[config.mk]
export PLATFORM = sky130hd
export DESIGN_NAME = selective_repeat_receive_window
export DESIGN_NICKNAME = d
export VERILOG_FILES = /design/src/design/srrw_pkg.sv /design/src/design/srrw_addsub.sv /design/src/design/selective_repeat_receive_window.sv
export SDC_FILE = /design/constraint.sdc
export NUM_CORES = 1
export LEC_CHECK = 0
export ABC_AREA = 1
export BUFFER_PORTS_ARGS = -buffer_cell sky130_fd_sc_hd__buf_2
export CELL_PAD_IN_SITES_DETAIL_PLACEMENT = 1
export CELL_PAD_IN_SITES_GLOBAL_PLACEMENT = 2
export CORE_MARGIN = 1.5
export CORE_UTILIZATION = 39
export DETAILED_ROUTE_END_ITERATION = 6
export PLACE_DENSITY_LB_ADDON = 0.1
export SLEW_MARGIN = 0
export SYNTH_ARGS = -nofsm -noshare
export SYNTH_HDL_FRONTEND = slang
export SYNTH_SLANG_ARGS = --single-unit
[constraint.sdc]
create_clock -name clk -period 6.4 [get_ports clk]
set_input_delay 0.32 -clock clk [delete_from_list [all_inputs] [get_ports clk]]
set_output_delay 0.32 -clock clk [all_outputs]
set_load 0.05 [all_outputs]
[src/design/srrw_pkg.sv]
// Shared types and constants for the selective-repeat receive window.
`timescale 1ns / 1ps
`default_nettype none
package srrw_pkg;

  // Sequence space and window size
  localparam int SEQ_SPACE = 16;
  localparam int WINDOW    = 8;

  localparam int SEQ_W  = $clog2(SEQ_SPACE);
  localparam int SLOT_W = $clog2(WINDOW);
  localparam int CNT_W  = $clog2(WINDOW + 1);
  localparam int ALU_W  = (SEQ_W > CNT_W) ? SEQ_W : CNT_W;

  localparam logic [CNT_W-1:0] WINDOW_CNT = CNT_W'(WINDOW);

  // Request opcodes
  localparam logic OP_DATA    = 1'b0;
  localparam logic OP_CONSUME = 1'b1;

  // Result status codes
  typedef enum logic [2:0] {
    ST_NEW      = 3'd0,
    ST_DUP      = 3'd1,
    ST_OUT_WIN  = 3'd2,
    ST_CONSUMED = 3'd3,
    ST_NOTHING  = 3'd4
  } status_t;

  typedef struct packed {
    logic             opcode;
    logic [SEQ_W-1:0] seq_number;
  } in_item_t;

  typedef struct packed {
    status_t           status;
    logic [SLOT_W-1:0] buffer_slot;
    logic [CNT_W-1:0]  delivered_now;
    logic [SEQ_W-1:0]  ack_seq;
    logic [CNT_W-1:0]  ack_window;
    logic              no_space;
    logic [CNT_W-1:0]  waiting_messages;
  } out_item_t;

  // Shared add/subtract unit request and response
  typedef struct packed {
    logic [ALU_W-1:0] a;
    logic [ALU_W-1:0] b;
    logic             sub;
  } alu_req_t;

  typedef struct packed {
    logic [ALU_W-1:0] sum;
    logic             lt;
  } alu_rsp_t;

endpackage
`default_nettype wire

[src/design/srrw_addsub.sv]
// Shared add/subtract unit with unsigned less-than flag.
`timescale 1ns / 1ps
`default_nettype none
module srrw_addsub
  import srrw_pkg::*;
(
  input  var alu_req_t req,
  output var alu_rsp_t rsp
);

  logic [ALU_W:0]   full_sum;
  logic [ALU_W-1:0] b_eff;

  // Subtract as add of the inverted operand plus one
  assign b_eff    = req.sub ? ~req.b : req.b;
  assign full_sum = {1'b0, req.a} + {1'b0, b_eff} + {{ALU_W{1'b0}}, req.sub};

  // Borrow out of a subtract means a < b
  assign rsp.sum = full_sum[ALU_W-1:0];
  assign rsp.lt  = req.sub & ~full_sum[ALU_W];

endmodule
`default_nettype wire

[src/design/selective_repeat_receive_window.sv]
// Top level of the selective-repeat receive window sequencer.
// Receive side of a selective-repeat window for one connection.
// Input channel (in_valid/in_ready/in_data) carries one request: a data
// packet with its sequence number, or a consume of one delivered message.
// Result channel (out_valid/out_ready/out_data) returns exactly one result
// per request: status, payload buffer slot, messages delivered by the slide,
// cumulative ACK sequence, advertised window, no-space flag, waiting count.
// Steps after accept, with d slide steps made (d from 0 to 8):
//   in-window data packet: offset, check, slot, then d slide steps
//   out-of-window packet:  offset and check
//   consume:               a single consume step
// One add/subtract unit does every offset, compare, slot and base step, and
// the slide walks one marked entry per cycle through it; in_ready is high
// only while the sequencer is idle, so a new request is not taken until the
// last one has left the sequencer.
// A finished result sits in the output register; the sequencer may accept
// and work on the next request while it waits, and holds its own result
// until the output register frees up when the receiver stalls.
// Synchronous reset (rst_n low) empties the window: base 0, free space
// equal to the window, all marks clear, nothing waiting, no result pending.
`timescale 1ns / 1ps
`default_nettype none
module selective_repeat_receive_window
  import srrw_pkg::*;
(
  input  var logic      clk,
  input  var logic      rst_n,
  input  var logic      in_valid,
  output var logic      in_ready,
  input  var in_item_t  in_data,
  output var logic      out_valid,
  input  var logic      out_ready,
  output var out_item_t out_data
);

  typedef enum logic [2:0] {
    S_IDLE,
    S_OFFSET,
    S_CHECK,
    S_SLOT,
    S_SLIDE,
    S_CONSUME,
    S_DONE
  } state_t;

  state_t             state_r;
  logic [SEQ_W-1:0]   base_r;
  logic [CNT_W-1:0]   free_r;
  logic [SEQ_SPACE-1:0] marks_r;
  logic [SLOT_W-1:0]  write_slot_r;
  logic [CNT_W-1:0]   waiting_r;
  logic               full_r;

  logic [SEQ_W-1:0]   seq_r;
  logic [SEQ_W-1:0]   offset_r;
  logic [SLOT_W-1:0]  slot_r;
  logic [CNT_W-1:0]   delivered_r;
  status_t            status_r;

  logic               out_valid_r;
  out_item_t          out_data_r;

  alu_req_t           alu_req;
  alu_rsp_t           alu_rsp;
  logic [SEQ_W-1:0]   mark_addr;
  logic               mark_bit;
  logic               accept;
  logic               out_free;

  assign accept   = in_valid && in_ready;
  assign in_ready = (state_r == S_IDLE);
  assign out_free = !out_valid_r || out_ready;

  // Single mark read port: base during the slide, packet sequence otherwise
  assign mark_addr = (state_r == S_SLIDE) ? base_r : seq_r;
  assign mark_bit  = marks_r[mark_addr];

  // Steer operands into the shared unit
  always_comb begin
    alu_req = '0;
    unique case (state_r)
      S_OFFSET: begin
        alu_req.a   = ALU_W'(seq_r);
        alu_req.b   = ALU_W'(base_r);
        alu_req.sub = 1'b1;
      end
      S_CHECK: begin
        alu_req.a   = ALU_W'(offset_r);
        alu_req.b   = ALU_W'(free_r);
        alu_req.sub = 1'b1;
      end
      S_SLOT: begin
        alu_req.a   = ALU_W'(write_slot_r);
        alu_req.b   = ALU_W'(offset_r);
        alu_req.sub = 1'b0;
      end
      S_SLIDE: begin
        alu_req.a   = ALU_W'(base_r);
        alu_req.b   = ALU_W'(1);
        alu_req.sub = 1'b0;
      end
      S_CONSUME: begin
        alu_req.a   = ALU_W'(waiting_r);
        alu_req.b   = ALU_W'(1);
        alu_req.sub = 1'b1;
      end
      default: alu_req = '0;
    endcase
  end

  srrw_addsub u_addsub (
    .req (alu_req),
    .rsp (alu_rsp)
  );

  // Sequencer, window state and output register
  always_ff @(posedge clk) begin
    if (!rst_n) begin
      state_r      <= S_IDLE;
      base_r       <= '0;
      free_r       <= WINDOW_CNT;
      marks_r      <= '0;
      write_slot_r <= '0;
      waiting_r    <= '0;
      full_r       <= 1'b0;
      out_valid_r  <= 1'b0;
    end else begin
      // Raise valid on a finished result, drop it once the receiver takes it
      if ((state_r == S_DONE) && out_free) begin
        out_valid_r <= 1'b1;
      end else if (out_valid_r && out_ready) begin
        out_valid_r <= 1'b0;
      end

      unique case (state_r)
        S_IDLE: begin
          if (accept) begin
            seq_r       <= in_data.seq_number;
            slot_r      <= '0;
            delivered_r <= '0;
            state_r     <= (in_data.opcode == OP_CONSUME) ? S_CONSUME : S_OFFSET;
          end
        end

        // Distance of the packet from the base, wrapped
        S_OFFSET: begin
          offset_r <= alu_rsp.sum[SEQ_W-1:0];
          state_r  <= S_CHECK;
        end

        // Inside the window only if offset is below the free space
        S_CHECK: begin
          if (alu_rsp.lt) begin
            state_r <= S_SLOT;
          end else begin
            status_r <= ST_OUT_WIN;
            state_r  <= S_DONE;
          end
        end

        // Name the payload slot and mark the packet
        S_SLOT: begin
          slot_r         <= alu_rsp.sum[SLOT_W-1:0];
          status_r       <= mark_bit ? ST_DUP : ST_NEW;
          marks_r[seq_r] <= 1'b1;
          state_r        <= S_SLIDE;
        end

        // Advance the base over one contiguous marked entry per cycle
        S_SLIDE: begin
          if ((free_r != '0) && mark_bit) begin
            marks_r[base_r] <= 1'b0;
            base_r          <= alu_rsp.sum[SEQ_W-1:0];
            write_slot_r    <= write_slot_r + SLOT_W'(1);
            waiting_r       <= waiting_r + CNT_W'(1);
            free_r          <= free_r - CNT_W'(1);
            delivered_r     <= delivered_r + CNT_W'(1);
          end else begin
            full_r  <= (free_r == '0);
            state_r <= S_DONE;
          end
        end

        // Hand one waiting message to the application
        S_CONSUME: begin
          if (waiting_r == '0) begin
            status_r <= ST_NOTHING;
          end else begin
            waiting_r <= alu_rsp.sum[CNT_W-1:0];
            if (free_r < WINDOW_CNT) begin
              free_r <= free_r + CNT_W'(1);
            end
            status_r <= ST_CONSUMED;
          end
          state_r <= S_DONE;
        end

        // Load the result once the output register is free
        S_DONE: begin
          if (out_free) begin
            out_data_r.status           <= status_r;
            out_data_r.buffer_slot      <= slot_r;
            out_data_r.delivered_now    <= delivered_r;
            out_data_r.ack_seq          <= base_r - SEQ_W'(1);
            out_data_r.ack_window       <= free_r;
            out_data_r.no_space         <= full_r;
            out_data_r.waiting_messages <= waiting_r;
            state_r                     <= S_IDLE;
          end
        end

        default: state_r <= S_IDLE;
      endcase
    end
  end

  assign out_valid = out_valid_r;
  assign out_data  = out_data_r;

endmodule
`default_nettype wire

==> impl.org <==
** Outcome
- The flow ran to the end, and the final reports show no timing, DRC or antenna violations.

** Setup path
- STA classifies the critical path startpoint as a register.
- Worst reg2reg endpoint :: status_r[2]
- The worst setup path is of the reg -> reg kind.
- STA classifies the critical path endpoint as a register.
- In this run the worst setup path begins at state_r[0].
- Register-to-Register Path Depth :: 14
- The startpoint identified for the worst register-to-register timing path is state_r[0].
- Critical-path maximum fanout :: 13
- Data on the critical path arrives at its endpoint at 3.65 ns.
- Required time at the endpoint of the critical path :: about 6.4 ns
- Setup slack on the worst reg-to-reg path comes out at 2.76 ns.
- Critical Path Sink :: status_r[2]

** Detailed routing
- Pre-antenna DRT Iters :: 4
- The final layout contains routed wiring with a total length of 11500 um.
- Count of unresolved DRC violations after routing :: 0
- After detailed routing, the number of vias per cell comes to 5.13.
- Count of vias placed by the detailed router :: 3465
- The detail route stage leaves a number of antenna-violating nets equal to 0.
- Dividing the detail-routed wire length by the instance count gives approximately 17 um.
- DRC violation total after the first TritonRoute iteration :: about 160

** Yosys
- Number of standard cells after synthesis :: approximately 500
- Synthesized net count :: 529
- For this run, the register share of the synthesized area comes to 0.472.
- Average size of a mapped cell :: 8.21 um^2
- In this run, synthesis produced a sequential element count of 77.
- The Yosys step of the flow raised 0 warnings.
- After synthesis, the netlist uses 38 different library cells.
- Summing every instance area after synthesis gives between 4000 and 5000 um^2.

** Floorplanning
- Die Span Y :: 106 um
- Die Width :: 106 um
- The floorplan has 37 rows.
- Starting Density :: 0.401
- Core outline area :: 10300 um^2
- Die area :: 11200 um^2
- I/O pin total :: 34

** STA
- Once routing completed, OpenROAD measured the worst setup slack at 2.76 ns.
- Maximum clock rate :: ~270 MHz
- Hold is met by 0.112 ns.
- Fin. Hold Viols :: 0
- Final cycle utilization of the critical path :: 0.569
- Worst slew margin relative to its limit :: 0.539
- At the pin with the least slew margin, the transition time is approximately 0.68 ns.
- Across the routed clock network, the largest skew measured is 0.0140 ns.
- Number of pins exceeding their max-slew limit in the final report :: 0
- Setup TNS :: 0 ns
- Total setup violations reported at the end of the flow :: 0
- Final min period :: 3.64 ns
- Setup repair after global routing missed its margin :: no

** Finish
- Of the cells placed in the final design, the portion with a size suffix greater than 1 is 0.130.
- With fillers left out, the area of the finished cells amounts to 4570 um^2.
- Relative to the synthesized area, the layout overhead comes to 10.4%.
- The top cell types in the final layout, fill and taps aside, are 99 x sky130_fd_sc_hd__nand2_1, 71 x sky130_fd_sc_hd__nor2_1, 56 x sky130_fd_sc_hd__inv_1.
- The library cell used most frequently in the layout, excluding fill and tap cells, is sky130_fd_sc_hd__nand2_1.
- The layout has 1257 filler cells.
- Antenna cell count :: 0
- For this run, the post-layout net count is around 560.

** Clock tree
- The H-tree was split into 3 levels.
- Number of clock buffers inserted by TritonCTS :: 9
- CTS Sinks :: 77
- Buffers inserted to repair hold after CTS numbered 0.
- The root buffer cell chosen for the clock tree is sky130_fd_sc_hd__clkbuf_8.
- Post-cts resize count :: 0
- Clock-pin slew was measured on the worst setup and hold paths at ~0.10 ns.
- The clock passes through at most 2 buffers.
- Count of buffers added by post-CTS timing repair for setup :: 0
- TritonCTS built the clock tree.
- For the worst-skew pair, the clock arrives at the later sink with an insertion delay of 0.37 ns.

** Power
- The share of total power dissipated in combinational logic is 0.438.
- Register share of total power :: 0.368
- Areal power density over the cells :: 417 nW/um^2
- Internal Power :: approximately 1.0 mW
- Leakage Power :: 1.86 nW
- Of the total power, the share spent switching nets is 0.469.
- Power comes to 1.91 mW.
- Summed over all nets, the switching power comes to approximately 0.9 mW.
- Of the total power, the clock network draws 0.194.
- IR analysis of the VDD net gives a maximum drop of 208 uV.

** Placed design
- Place WS :: between 2 and 3 ns
- After detailed placement, the total cell area comes to 4380 um^2.
- The HPWL after detailed placement is 8540 um.
- The congestion estimate from routability-driven global placement came to 0.903.
- During placement, the flow inserted port buffers numbering 33.

** Global routing
- First-pass GRT wire length :: 18700 um
- The number of antenna violations at the first check in global routing came to 0.
- All-layer global routing usage :: 0.218
- The total overflow left after global routing is 0.
- The number of global-route vias before repair is 3519.
- Largest net degree at the start of global routing :: 33

** Worst hold path
- Worst min-delay path class :: in -> reg

** Flow run
- Max_cap viols :: 0
-- through the flow --
step                std cells   util
global placement          659  0.424
global route              675  0.443
CTS                       675  0.443
floorplan                 504      -
detailed placement        659  0.424
finish                    675  0.443
-- flip-flops by register name, indices dropped and copies added, names as in the netlist --
register	count
state_r	3
seq_r	4
marks_r	16
out_data	23
waiting_r	4
base_r	4
full_r	1
write_slot_r	3
slot_r	3
out_valid	1
offset_r	4
status_r	3
delivered_r	4
free_r	4
-- routing by layer --
metal / global-route usage / routed length, um / vias up
li1: - / - / 1731
met3: 0.0239 / 455 / 17
met1: 0.313 / 5690 / 1643
met4: 0.0772 / 192 / 0
met5: 0 / 0 / -
met2: 0.342 / 5120 / 74
-- power groups by stage --
stage / Combinational (mW) / Sequential, mW / Clock (mW)
after global placement: 0.818 / 0.708 / 0
final: 0.835 / 0.702 / 0.370
after floorplan: 0.634 / 0.694 / 0
after global routing: 0.941 / 0.714 / 0.390
after CTS: 0.838 / 0.702 / 0.372
after detailed placement: 0.828 / 0.713 / 0
-- critical path, stage by stage (launching register included) --
cell and delay, ns:
sky130_fd_sc_hd__dfxtp_1 0.55, sky130_fd_sc_hd__inv_1 0.12, sky130_fd_sc_hd__nor2_2 0.20, sky130_fd_sc_hd__nand2_1 0.34
sky130_fd_sc_hd__o22ai_1 0.23, sky130_fd_sc_hd__inv_1 0.07, sky130_fd_sc_hd__a31oi_1 0.25, sky130_fd_sc_hd__inv_1 0.10
sky130_fd_sc_hd__fa_1 0.45, sky130_fd_sc_hd__nor2_1 0.14, sky130_fd_sc_hd__o21ai_0 0.08, sky130_fd_sc_hd__nor3b_1 0.15
sky130_fd_sc_hd__inv_1 0.08, sky130_fd_sc_hd__nor2_1 0.06, sky130_fd_sc_hd__a211oi_1 0.46
-- synth_stat cells, drive strengths merged --
| library cell | n | share of area |
|---|---|---|
| xnor2 | 3 | 0.0064 |
| xor2 | 10 | 0.021 |
| nor3b | 1 | 0.0018 |
| buf | 11 | 0.022 |
| nor4 | 2 | 0.0030 |
| nand4 | 2 | 0.0067 |
| clkbuf | 4 | 0.0036 |
| o211ai | 1 | 0.0018 |
| dfxtp | 36 | 0.17 |
| o21ai | 37 | 0.047 |
| inv | 56 | 0.051 |
| edfxtp | 41 | 0.30 |
| o22ai | 3 | 0.0045 |
| nand3 | 56 | 0.073 |
| a31oi | 2 | 0.0030 |
| a21oi | 35 | 0.043 |
| nor3 | 3 | 0.0036 |
| nor2 | 75 | 0.074 |
| a221oi | 1 | 0.0021 |
| nand2 | 104 | 0.10 |
| fa | 1 | 0.0048 |
| nand3b | 2 | 0.0045 |
| a211oi | 2 | 0.0036 |
| o221ai | 1 | 0.0021 |
| ha | 15 | 0.045 |
-- worst min-delay path by stage --
| stage | startpoint | end | slack (ns) | cells past startpoint |
|---|---|---|---|---|
| CTS | in_data[2] | seq_r[2] | 0.12 | 1 |
| floorplan | slot_r[0] | out_data[17] | 0.40 | 0 |
| finish | in_data[2] | seq_r[2] | 0.11 | 1 |
| detailed placement | slot_r[2] | out_data[19] | 0.42 | 0 |
| global placement | slot_r[0] | out_data[17] | 0.41 | 0 |
| global route | in_data[2] | seq_r[2] | 0.12 | 1 |
-- area by class of cell --
class,instances,area [um^2],share of cell area
Clock buffer,10,138,0.0301
Timing Repair Buffer,34,173,0.0378
Multi-Input combinational cell,356,1870,0.410
Clock inverter,6,53.8,0.0118
Tap cell,136,170,0.0372
Inverter,56,210,0.0460
Sequential cell,77,1950,0.427
-- logic make-up after synthesis --
logic type                 Yosys count  synth area share
buffers and inverters               71            0.0768
and+or+nand+nor                    245             0.266
DFF                                 77             0.472
adders and majority gates           16            0.0502
xor gates and xnor gates            13            0.0275
AOI/OAI and AO/OA                   82             0.108
(Power assumes the default switching activity.)
